`src/sv/fmr_pkg.sv`:
```
// shared types and constants of the fraction reducer
// no dependencies; used by every module of the block
`default_nettype none

package fmr_pkg;

  localparam int DATA_WIDTH = 31;
  localparam int SHIFT_W    = $clog2(DATA_WIDTH);
  localparam int CNT_W      = $clog2(DATA_WIDTH + 1);

  typedef logic [DATA_WIDTH-1:0] data_t;

  // input beat
  typedef struct packed {
    data_t numerator;
    data_t denominator;
  } req_t;

  // result beat
  typedef struct packed {
    logic  whole_valid;
    data_t whole_part;
    logic  fraction_valid;
    data_t reduced_numerator;
    data_t reduced_denominator;
  } res_t;

  // which division the shared divider performs
  typedef enum logic [1:0] {
    DIV_WHOLE,
    DIV_NUM,
    DIV_DEN
  } div_sel_e;

  // one step of the binary gcd
  typedef enum logic [2:0] {
    GCD_NONE,
    GCD_HALVE_BOTH,
    GCD_HALVE_A,
    GCD_HALVE_B,
    GCD_SUBTRACT,
    GCD_FINISH
  } gcd_op_e;

  // controller states
  typedef enum logic [3:0] {
    ST_IDLE,
    ST_CHECK,
    ST_DIV_WHOLE,
    ST_TEST,
    ST_GCD_TWOS,
    ST_GCD_AODD,
    ST_GCD_LOOP,
    ST_START_NUM,
    ST_DIV_NUM,
    ST_START_DEN,
    ST_DIV_DEN,
    ST_DONE
  } state_e;

  // commands from controller to datapath
  typedef struct packed {
    logic     load;
    logic     div_start;
    div_sel_e div_sel;
    logic     div_step;
    logic     gcd_init;
    gcd_op_e  gcd_op;
  } cmd_t;

  // status from datapath to controller
  typedef struct packed {
    logic den_zero;
    logic num_zero;
    logic num_gt_den;
    logic div_last;
    logic a_even;
    logic b_even;
    logic b_zero;
  } status_t;

endpackage

`default_nettype wire

```
`src/sv/fmr_datapath.sv`:
```
// datapath: operand registers, bit-serial divider, binary gcd unit, result registers
// depends on fmr_pkg
`default_nettype none

module fmr_datapath (
  input  wire logic            clk_i,
  input  wire logic            rst_ni,
  input  wire fmr_pkg::req_t   req_i,
  input  wire fmr_pkg::cmd_t   cmd_i,
  output fmr_pkg::status_t     status_o,
  output fmr_pkg::res_t        result_o
);

  localparam int W = fmr_pkg::DATA_WIDTH;

  // operands
  fmr_pkg::data_t num_q, den_q;
  // gcd working registers
  fmr_pkg::data_t a_q, b_q, g_q;
  logic [fmr_pkg::SHIFT_W-1:0] shift_q;
  // divider
  fmr_pkg::data_t rem_q, quo_q, dvs_q;
  logic [fmr_pkg::CNT_W-1:0] cnt_q;
  fmr_pkg::div_sel_e sel_q;
  // results
  logic           whole_valid_q, frac_valid_q;
  fmr_pkg::data_t whole_q, rnum_q, rden_q;

  // one restoring divide step
  logic [W:0]     trial;
  logic           ge;
  logic [W:0]     rem_nx;
  fmr_pkg::data_t quo_nx;

  always_comb begin
    trial  = {rem_q, quo_q[W-1]};
    ge     = (trial >= {1'b0, dvs_q});
    rem_nx = ge ? (trial - {1'b0, dvs_q}) : trial;
    quo_nx = {quo_q[W-2:0], ge};
  end

  // divider iteration counter
  always_ff @(posedge clk_i or negedge rst_ni) begin
    if (!rst_ni) begin
      cnt_q <= '0;
    end else if (cmd_i.div_start) begin
      cnt_q <= fmr_pkg::CNT_W'(W);
    end else if (cmd_i.div_step) begin
      cnt_q <= cnt_q - fmr_pkg::CNT_W'(1);
    end
  end

  // divider operands and partial results
  always_ff @(posedge clk_i) begin
    if (cmd_i.div_start) begin
      sel_q <= cmd_i.div_sel;
      rem_q <= '0;
      unique case (cmd_i.div_sel)
        fmr_pkg::DIV_WHOLE: begin
          quo_q <= num_q;
          dvs_q <= den_q;
        end
        fmr_pkg::DIV_NUM: begin
          quo_q <= num_q;
          dvs_q <= g_q;
        end
        fmr_pkg::DIV_DEN: begin
          quo_q <= den_q;
          dvs_q <= g_q;
        end
        default: begin
          quo_q <= num_q;
          dvs_q <= den_q;
        end
      endcase
    end else if (cmd_i.div_step) begin
      rem_q <= rem_nx[W-1:0];
      quo_q <= quo_nx;
    end
  end

  // operand load and whole-part remainder write-back
  always_ff @(posedge clk_i) begin
    if (cmd_i.load) begin
      num_q <= req_i.numerator;
      den_q <= req_i.denominator;
    end else if (cmd_i.div_step && status_o.div_last && sel_q == fmr_pkg::DIV_WHOLE) begin
      num_q <= rem_nx[W-1:0];
    end
  end

  // result registers, cleared at load so unused fields read zero
  always_ff @(posedge clk_i) begin
    if (cmd_i.load) begin
      whole_valid_q <= 1'b0;
      whole_q       <= '0;
      frac_valid_q  <= 1'b0;
      rnum_q        <= '0;
      rden_q        <= '0;
    end else if (cmd_i.div_step && status_o.div_last) begin
      unique case (sel_q)
        fmr_pkg::DIV_WHOLE: begin
          whole_valid_q <= 1'b1;
          whole_q       <= quo_nx;
        end
        fmr_pkg::DIV_NUM: begin
          rnum_q <= quo_nx;
        end
        fmr_pkg::DIV_DEN: begin
          rden_q       <= quo_nx;
          frac_valid_q <= 1'b1;
        end
        default: begin
          rnum_q <= rnum_q;
        end
      endcase
    end
  end

  // binary gcd, one step a cycle
  always_ff @(posedge clk_i) begin
    if (cmd_i.gcd_init) begin
      a_q     <= num_q;
      b_q     <= den_q;
      shift_q <= '0;
    end else begin
      unique case (cmd_i.gcd_op)
        fmr_pkg::GCD_NONE: begin
          a_q <= a_q;
        end
        fmr_pkg::GCD_HALVE_BOTH: begin
          a_q     <= a_q >> 1;
          b_q     <= b_q >> 1;
          shift_q <= shift_q + fmr_pkg::SHIFT_W'(1);
        end
        fmr_pkg::GCD_HALVE_A: begin
          a_q <= a_q >> 1;
        end
        fmr_pkg::GCD_HALVE_B: begin
          b_q <= b_q >> 1;
        end
        fmr_pkg::GCD_SUBTRACT: begin
          // keep the smaller in a, the difference in b
          if (a_q > b_q) begin
            a_q <= b_q;
            b_q <= a_q - b_q;
          end else begin
            b_q <= b_q - a_q;
          end
        end
        fmr_pkg::GCD_FINISH: begin
          g_q <= a_q << shift_q;
        end
        default: begin
          a_q <= a_q;
        end
      endcase
    end
  end

  // status to the controller
  always_comb begin
    status_o.den_zero   = (den_q == '0);
    status_o.num_zero   = (num_q == '0);
    status_o.num_gt_den = (num_q > den_q);
    status_o.div_last   = (cnt_q == fmr_pkg::CNT_W'(1));
    status_o.a_even     = ~a_q[0];
    status_o.b_even     = ~b_q[0];
    status_o.b_zero     = (b_q == '0);
  end

  // result beat
  always_comb begin
    result_o.whole_valid         = whole_valid_q;
    result_o.whole_part          = whole_q;
    result_o.fraction_valid      = frac_valid_q;
    result_o.reduced_numerator   = rnum_q;
    result_o.reduced_denominator = rden_q;
  end

endmodule

`default_nettype wire

```
`src/sv/fmr_ctrl.sv`:
```
// controller state machine sequencing divide, gcd and the two exact divides
// depends on fmr_pkg
`default_nettype none

module fmr_ctrl (
  input  wire logic             clk_i,
  input  wire logic             rst_ni,
  input  wire logic             start_i,
  input  wire fmr_pkg::status_t status_i,
  output fmr_pkg::cmd_t         cmd_o,
  output logic                  busy_o,
  output logic                  done_o
);

  fmr_pkg::state_e state_q, state_d;

  // state register
  always_ff @(posedge clk_i or negedge rst_ni) begin
    if (!rst_ni) begin
      state_q <= fmr_pkg::ST_IDLE;
    end else begin
      state_q <= state_d;
    end
  end

  // next state and commands
  always_comb begin
    state_d         = state_q;
    cmd_o.load      = 1'b0;
    cmd_o.div_start = 1'b0;
    cmd_o.div_sel   = fmr_pkg::DIV_WHOLE;
    cmd_o.div_step  = 1'b0;
    cmd_o.gcd_init  = 1'b0;
    cmd_o.gcd_op    = fmr_pkg::GCD_NONE;
    busy_o          = (state_q != fmr_pkg::ST_IDLE);
    done_o          = (state_q == fmr_pkg::ST_DONE);
    unique case (state_q)
      fmr_pkg::ST_IDLE: begin
        if (start_i) begin
          cmd_o.load = 1'b1;
          state_d    = fmr_pkg::ST_CHECK;
        end
      end
      fmr_pkg::ST_CHECK: begin
        if (status_i.den_zero) begin
          state_d = fmr_pkg::ST_DONE;
        end else if (status_i.num_gt_den) begin
          cmd_o.div_start = 1'b1;
          cmd_o.div_sel   = fmr_pkg::DIV_WHOLE;
          state_d         = fmr_pkg::ST_DIV_WHOLE;
        end else begin
          state_d = fmr_pkg::ST_TEST;
        end
      end
      fmr_pkg::ST_DIV_WHOLE: begin
        cmd_o.div_step = 1'b1;
        if (status_i.div_last) begin
          state_d = fmr_pkg::ST_TEST;
        end
      end
      fmr_pkg::ST_TEST: begin
        if (status_i.num_zero) begin
          state_d = fmr_pkg::ST_DONE;
        end else begin
          cmd_o.gcd_init = 1'b1;
          state_d        = fmr_pkg::ST_GCD_TWOS;
        end
      end
      // strip common factors of two
      fmr_pkg::ST_GCD_TWOS: begin
        if (status_i.a_even && status_i.b_even) begin
          cmd_o.gcd_op = fmr_pkg::GCD_HALVE_BOTH;
        end else begin
          state_d = fmr_pkg::ST_GCD_AODD;
        end
      end
      // make a odd
      fmr_pkg::ST_GCD_AODD: begin
        if (status_i.a_even) begin
          cmd_o.gcd_op = fmr_pkg::GCD_HALVE_A;
        end else begin
          state_d = fmr_pkg::ST_GCD_LOOP;
        end
      end
      // subtract-and-halve loop
      fmr_pkg::ST_GCD_LOOP: begin
        if (status_i.b_zero) begin
          cmd_o.gcd_op = fmr_pkg::GCD_FINISH;
          state_d      = fmr_pkg::ST_START_NUM;
        end else if (status_i.b_even) begin
          cmd_o.gcd_op = fmr_pkg::GCD_HALVE_B;
        end else begin
          cmd_o.gcd_op = fmr_pkg::GCD_SUBTRACT;
        end
      end
      fmr_pkg::ST_START_NUM: begin
        cmd_o.div_start = 1'b1;
        cmd_o.div_sel   = fmr_pkg::DIV_NUM;
        state_d         = fmr_pkg::ST_DIV_NUM;
      end
      fmr_pkg::ST_DIV_NUM: begin
        cmd_o.div_step = 1'b1;
        if (status_i.div_last) begin
          state_d = fmr_pkg::ST_START_DEN;
        end
      end
      fmr_pkg::ST_START_DEN: begin
        cmd_o.div_start = 1'b1;
        cmd_o.div_sel   = fmr_pkg::DIV_DEN;
        state_d         = fmr_pkg::ST_DIV_DEN;
      end
      fmr_pkg::ST_DIV_DEN: begin
        cmd_o.div_step = 1'b1;
        if (status_i.div_last) begin
          state_d = fmr_pkg::ST_DONE;
        end
      end
      fmr_pkg::ST_DONE: begin
        state_d = fmr_pkg::ST_IDLE;
      end
      default: begin
        state_d = fmr_pkg::ST_IDLE;
      end
    endcase
  end

endmodule

`default_nettype wire

```
`src/sv/fraction_mixed_number_reducer_unit.sv`:
```
// Fraction reducer to mixed-number form. A beat is taken when start_i is high and
// busy_o is low; one item is worked on at a time. The result is shown on result_o
// for exactly one cycle with done_o high and cannot be held off by the receiver,
// so it must be captured in that cycle. A whole-part divide runs first when the
// numerator exceeds the denominator; then, when a fraction remains, the binary gcd
// and the two exact divides follow. A zero denominator skips all arithmetic. In the
// cycle after the strobe the block is idle again and can take the next beat. The
// cost is set by the shared bit-serial divider (one quotient bit a cycle) and the
// binary gcd (one halving or subtraction a cycle).
// depends on fmr_pkg, fmr_ctrl and fmr_datapath
`default_nettype none

module fraction_mixed_number_reducer_unit (
  input  wire logic           clk_i,
  input  wire logic           rst_ni,
  input  wire logic           start_i,
  input  wire fmr_pkg::req_t  in_i,
  output logic                busy_o,
  output logic                done_o,
  output fmr_pkg::res_t       result_o
);

  fmr_pkg::cmd_t    cmd;
  fmr_pkg::status_t status;

  // sequencer
  fmr_ctrl u_ctrl (
    .clk_i    (clk_i),
    .rst_ni   (rst_ni),
    .start_i  (start_i),
    .status_i (status),
    .cmd_o    (cmd),
    .busy_o   (busy_o),
    .done_o   (done_o)
  );

  // arithmetic
  fmr_datapath u_datapath (
    .clk_i    (clk_i),
    .rst_ni   (rst_ni),
    .req_i    (in_i),
    .cmd_i    (cmd),
    .status_o (status),
    .result_o (result_o)
  );

endmodule

`default_nettype wire

```
`config.mk`:
```
export PLATFORM = sky130hd
export DESIGN_NAME = fraction_mixed_number_reducer_unit
export DESIGN_NICKNAME = d
export VERILOG_FILES = /design/src/sv/fmr_pkg.sv /design/src/sv/fmr_datapath.sv /design/src/sv/fmr_ctrl.sv /design/src/sv/fraction_mixed_number_reducer_unit.sv
export SDC_FILE = /design/constraint.sdc
export NUM_CORES = 1
export LEC_CHECK = 0
export BUFFER_PORTS_ARGS = -buffer_cell sky130_fd_sc_hd__buf_4
export CAP_MARGIN = 0
export CORE_MARGIN = 2
export CORE_UTILIZATION = 49
export DETAILED_ROUTE_END_ITERATION = 10
export PLACE_DENSITY = 0.67
export REMOVE_ABC_BUFFERS = 1
export SKIP_CTS_REPAIR_TIMING = 1
export SYNTH_ARGS = -nofsm -noshare
export SYNTH_HDL_FRONTEND = slang
export SYNTH_SLANG_ARGS = --single-unit
```
`constraint.sdc`:
```
create_clock -name clk_i -period 16.9 [get_ports clk_i]
set_clock_uncertainty 0.05 [all_clocks]
set_input_delay 0.845 -clock clk_i [delete_from_list [all_inputs] [get_ports clk_i]]
set_output_delay 0.845 -clock clk_i [all_outputs]
set_load 0.03 [all_outputs]
```
# Word-level counts from Yosys, hierarchy flattened
# Cells that the tools add are included.
dict set report classes {
  reduce_logical 23
  n_eq_ne 29
  n_mux 39
  n_shift 1
  add_sub_neg 5
  order_cmp 3
  bitwise_logic 3
}
# op n
set op_table {}
lappend op_table {{$mux 31} 11}
lappend op_table {{$pmux 31 s2} 2}
lappend op_table {{$logic_not 31->1} 3}
lappend op_table {{$sub 31x31->31} 3}
lappend op_table {{$gt 31x31->1} 2}
lappend op_table {{$pmux 4 s11} 1}
lappend op_table {{$mux 4} 9}
lappend op_table {{$ge 32x31->1} 1}
lappend op_table {{$shl 31x5->31} 1}
lappend op_table {{$pmux 3 s3} 2}
lappend op_table {{$eq 4x3->1 const B} 4}
lappend op_table {{$eq 4x4->1 const B} 4}
lappend op_table {{$mux 3} 4}
lappend op_table {{$mux 5} 2}
lappend op_table {{$reduce_and 2->1} 5}
lappend op_table {{$eq 4x2->1 const B} 2}
lappend op_table {{$ne 2x1->1 const B} 4}
lappend op_table {{$mux 1} 7}
lappend op_table {{$reduce_and 7->1} 1}
lappend op_table {{$eq 3x2->1 const B} 2}
lappend op_table {{$eq 3x3->1 const B} 2}
lappend op_table {{$ne 2x2->1 const B} 3}
lappend op_table {{$reduce_bool 3->1} 2}
lappend op_table {{$reduce_or 2->1} 3}
lappend op_table {{other kinds (16)} 23}
dict set report word_totals {
  regBits 359
  in_bits 65
  wordCells 120
  output_inout_bits 97
}

# Longest topological paths before layout
dict set report logic_depth {
  word_depth 8
  mapped_depth 15
  depth_no_buf 13
}

# Modules after synthesis
# A second synthesis with hierarchy kept.
dict set report unflattened {
  cells_unflattened 2533
  area_unflattened_um2 22693.0
}
# module n_inst seq_area_each_um2 area_per_inst_um2 cells_each
set by_module_without_submodules {}
lappend by_module_without_submodules {fmr_datapath 1 9323.9 22257.6 2473}
lappend by_module_without_submodules {fmr_ctrl 1 100.1 435.4 60}

# Least setup slack after synthesis
# Ideal clock, no wire load.
dict set report synth_path {
  path_kind {register to register}
  start {reg u_ctrl.state_q[1]}
  end {reg u_datapath.b_q[0] (enable)}
  period_less_slack_ps 6565
  required_time_ps 16238
  stages_incl_launch_ff 6
  setup_ps 612
  slack_ps 10335
  path_buffers 1
  arrival_ps 5903
  path_cell_list {dfrtp_1 clkbuf_1 nor2b_1 nand2_1 nor4_1 o21bai_1}
}
dict set report synth_between {
  elab_chain_len 5
  word_cells_on_any_way 11
  cone_classes {eq/ne (7); mux (2); reduce/logical (2)}
}
# element line
set synth_rtl {}
lappend synth_rtl {{from (decl)} fmr_ctrl.sv:15} ;# fmr_pkg::state_e state_q, state_d;
lappend synth_rtl {{from (signal assigned)} fmr_ctrl.sv:20} ;# state_q <= fmr_pkg::ST_IDLE;
lappend synth_rtl {{from (signal assigned)} fmr_ctrl.sv:22} ;# state_q <= state_d;
lappend synth_rtl {{$eq 4x3->1} fmr_ctrl.sv:37} ;# unique case (state_q)
lappend synth_rtl {{$pmux 3 s3} fmr_ctrl.sv:37}
lappend synth_rtl {{$eq 3x2->1 / $eq 3x1->1 (equally long branches)} fmr_datapath.sv:127} ;# unique case (cmd_i.gcd_op)
lappend synth_rtl {{$reduce_or 2->1 (no source line)} n/a}
lappend synth_rtl {{$reduce_bool 3->1 (no source line) *} n/a}
lappend synth_rtl {{to (signal assigned)} fmr_datapath.sv:124} ;# b_q <= den_q;
lappend synth_rtl {{to (signal assigned)} fmr_datapath.sv:133} ;# b_q <= b_q >> 1;
lappend synth_rtl {{to (signal assigned)} fmr_datapath.sv:140} ;# b_q <= b_q >> 1;
lappend synth_rtl {{to (decl)} fmr_datapath.sv:19} ;# fmr_pkg::data_t a_q, b_q, g_q;
# Mark *: on every way between the ends. The rest lies on a longest branch, timed or not.
# A chain may end at the register's enable or synchronous reset.

# Worst setup path in the final report
dict set report layout_path {
  start {reg u_datapath.den_q[16]}
  end {reg u_datapath.quo_q[4] (enable)}
}
dict set report layout_between {
  elab_chain_len 5
  word_cells_on_any_way 6
  cone_classes {order compare (1); mux (3); reduce/logical (2)}
}
# element line
set layout_rtl {}
lappend layout_rtl {{from (decl)} fmr_datapath.sv:17} ;# fmr_pkg::data_t num_q, den_q;
lappend layout_rtl {{from (signal assigned)} fmr_datapath.sv:86} ;# den_q <= req_i.denominator;
lappend layout_rtl {{$gt 31x31->1} fmr_datapath.sv:165} ;# status_o.num_gt_den = (num_q > den_q);
lappend layout_rtl {{$mux 3} fmr_ctrl.sv:47} ;# end else if (status_i.num_gt_den) begin
lappend layout_rtl {{$mux 3 *} fmr_ctrl.sv:45} ;# if (status_i.den_zero) begin
lappend layout_rtl {{$pmux 3 s3 *} fmr_ctrl.sv:37}
lappend layout_rtl {{$reduce_bool 2->1 (no source line) *} n/a}
lappend layout_rtl {{to (signal assigned)} fmr_datapath.sv:68} ;# quo_q <= den_q;
lappend layout_rtl {{to (signal assigned)} fmr_datapath.sv:72} ;# quo_q <= num_q;
lappend layout_rtl {{to (signal assigned)} fmr_datapath.sv:78} ;# quo_q <= quo_nx;
lappend layout_rtl {{to (decl)} fmr_datapath.sv:22} ;# fmr_pkg::data_t rem_q, quo_q, dvs_q;
# Marks and branches as above.

==> impl_metrics.ini <==
[yosys]
async_flop_share = 0.02507
synth-seq-cells = 359
synth_area_leaders = edfxtp_1, dfxtp_1, ha_1, nand2_1, a21oi_1
synthFlopType = edfxtp_1
synth_cell_type_count = 80
avgSynthCellArea_um2 = 8.899
synth_common_cells = nand2_1, a21oi_1, edfxtp_1
synth_edf_count = 219
synth.cell_area_um2 = 21790
synthCells = 2448
yosysSeqAreaShare = 0.4326
yosysWarnings = 0
yosys.area.top_type_share = 0.3019
synth.largest_area_cell = edfxtp_1
synth_most_common_cell = nand2_1

[place]
port_buffers = 161
gp_congestion = 0.9407
hpwl_um = 51490

[worst_setup_path]
crit_required_ps = 17120
crit_path_top_delay_cell = a2111oi_0
arrival_ps = 5010
worst_setup_path_start_kind = flop
crit_fanout = 64
crit_chain = inv_1, ha_1, a21o_1, a21o_1, a21oi_1, nor3_1, a2111oi_0, nor3b_1, a211o_4, buf_4, nor2_1, inv_1, buf_4
r2r_setup_slack_ps = 12110
endpoint_kind = flop
worstSetupPathType = reg -> reg
reg2reg_depth = 13
cpPeakStageDelay_ps = 970

[clock_network]
cts_buffer_depth = 3
h-tree-depth = 2
clock-sinks = 359
cts.clk_slew.worst_paths_ps = 60
numCtsBuffers = 41
cts_tree = yes
clock_latency_ps = 560
cts_root_buf = clkbuf_16

[grt]
grt_overflow_total = 0
grt_pass1_wl_um = 105400
grt_max_degree = 65
grt_util_all_layers = 0.2925
grt_pass1_vias = 17760
antenna_found_initial = 1

[final_layout]
diodes = 0
drive_gt1_frac = 0.1229
final_util = 0.5615
syn_to_final_growth_pct = 13.47
final_nets = 2719

[timing]
fin_crit_sh = 0.2835
rsz0062_at_grt = false
slew_violations = 0
worst_pin_slew_ps = 1129
final_hold_viol_count = 0
finalSetupTns_ps = 0
max_freq_mhz = 208.7
setup_violations = 0
relSlewSlack = 0.2277
layout_min_cycle_time_ps = 4791

[die]
rows = 77
die_width_um = 214.9
die_height_um = 214.9
initial_core_util = 0.4948
die_area_um2 = 46160
ios = 162
core_um2 = 44030

[power]
peakVddDrop_mv = 0.05763
power_mw = 1.842
leakagePower_nw = 10.24
powerDensity_nw_per_um2 = 74.50

[drt]
drtPass1Iterations = 7
via_count = 18750
viasPerCell = 5.958
detail-route-antenna-nets = 0
drtIter0Drc = 1980
wl_per_cell_um = 21.90
drcViolationCount = 0
wirelength_um = 68920

[worst_hold_path]
hold_class = in -> async

[run]
cap_violations = 0

[outcome]
status = completed
==> power by group <==
| part | switching [mW] | internal (mW) |
|---|---|---|
| Clock | 0.379 | 0.530 |
| Combinational | 0.00406 | 0.00932 |
| Sequential | 0 | 0.920 |
==> state kept, by name, indices dropped and copies added (netlist names) <==
register / flops
u_datapath.sel_q: 2
u_datapath.dvs_q: 31
u_datapath.rem_q: 31
u_datapath.den_q: 31
u_datapath.rden_q: 31
u_datapath.whole_valid_q: 1
u_datapath.quo_q: 31
u_datapath.shift_q: 5
u_datapath.frac_valid_q: 1
u_datapath.whole_q: 31
u_datapath.b_q: 31
u_ctrl.state_q: 4
u_datapath.num_q: 31
u_datapath.cnt_q: 5
u_datapath.a_q: 31
u_datapath.rnum_q: 31
u_datapath.g_q: 31
==> area by class of cell <==
type                    instances  area (µm²)
fillers                      3987       19310
multi-input cells            1785       11220
flip-flops and latches        359        9427
repair buffers                186        1396
clock buffers                  58        1235
well taps                     592       740.7
inverters                     149       561.8
clock inverters                18       142.6
==> metal layers <==
layer	up-vias	share of wire	wire, µm	track usage
li1	8879	-	-	-
met1	9013	0.45	30990	0.4221
met2	754	0.46	31460	0.4633
met3	103	0.067	4633	0.03482
met4	0	0.027	1838	0.08310
met5	-	0	0	0
==> cells by family (layout without fill, tap and decap cells) <==
kind of cell	after synthesis	after routing	share of synthesized area
fa+ha+maj	132	132	0.07684
xor+xnor	60	60	0.02412
mux	114	114	0.06162
buf+inv	304	411	0.05594
flops	359	359	0.4326
compound gates	674	674	0.1883
simple gates	805	805	0.1606
==> stage by stage <==
stage | cell area (µm²) | hold WS [ps] | instances | setup WS [ps]
floorplan | 21130 | 398.6 | 2293 | 10340
finish | 24720 | 42.53 | 3147 | 12110
detailed placement | 23340 | 396.1 | 3071 | 12240
CTS | 24720 | 19.70 | 3147 | 12210
global placement | 23340 | 391.7 | 3071 | 12350
global route | 24720 | 32.02 | 3147 | 11900
==> worst paths after layout <==
| check | start | to |
|---|---|---|
| max | u_datapath.den_q[16]$_DFFE_PP_ | u_datapath.quo_q[4]$_DFFE_PP_ |
| min | rst_ni | u_datapath.cnt_q[0]$_DFFE_PN0P_ |
| max reg2reg | u_datapath.den_q[16]$_DFFE_PP_ | u_datapath.quo_q[4]$_DFFE_PP_ |
| min reg2reg | u_datapath.rden_q[14]$_SDFFE_PP0P_ | u_datapath.rden_q[14]$_SDFFE_PP0P_ |
| max in group asynchronous | rst_ni | u_ctrl.state_q[2]$_DFFE_PN0P_ |
| min in group clk_i | in_i[11] | u_datapath.den_q[11]$_DFFE_PP_ |
==> worst max-delay path, delay by kind of cell, from the launching register on <==
family                     cells  cell delay, ps
AOI/OAI and AO/OA              5            2080
adders and majority gates      1             320
buffers and inverters          4             890
DFF                            1             450
and+or+nand+nor                3             660
==> layout by cell type, fill, tap and decap left out, types with 13 or more instances in the layout <==
cell type and n:
a21o_1 53, inv_1 148, nand3_1 28, a31oi_1 14
o21ai_0 156, nand2b_1 13, nor4_1 31, mux2i_1 88
edfxtp_1 219, a22oi_1 57, o211ai_1 13, xor2_1 24
buf_4 186, xnor2_1 36, nand2_1 405, nor3_1 27
a211oi_1 35, nor2_1 203, a21oi_1 249, nand4_1 30
clkbuf_16 45, mux4_2 15, dfxtp_1 129, ha_1 128
o21bai_1 15
(Power assumes the default switching activity.)
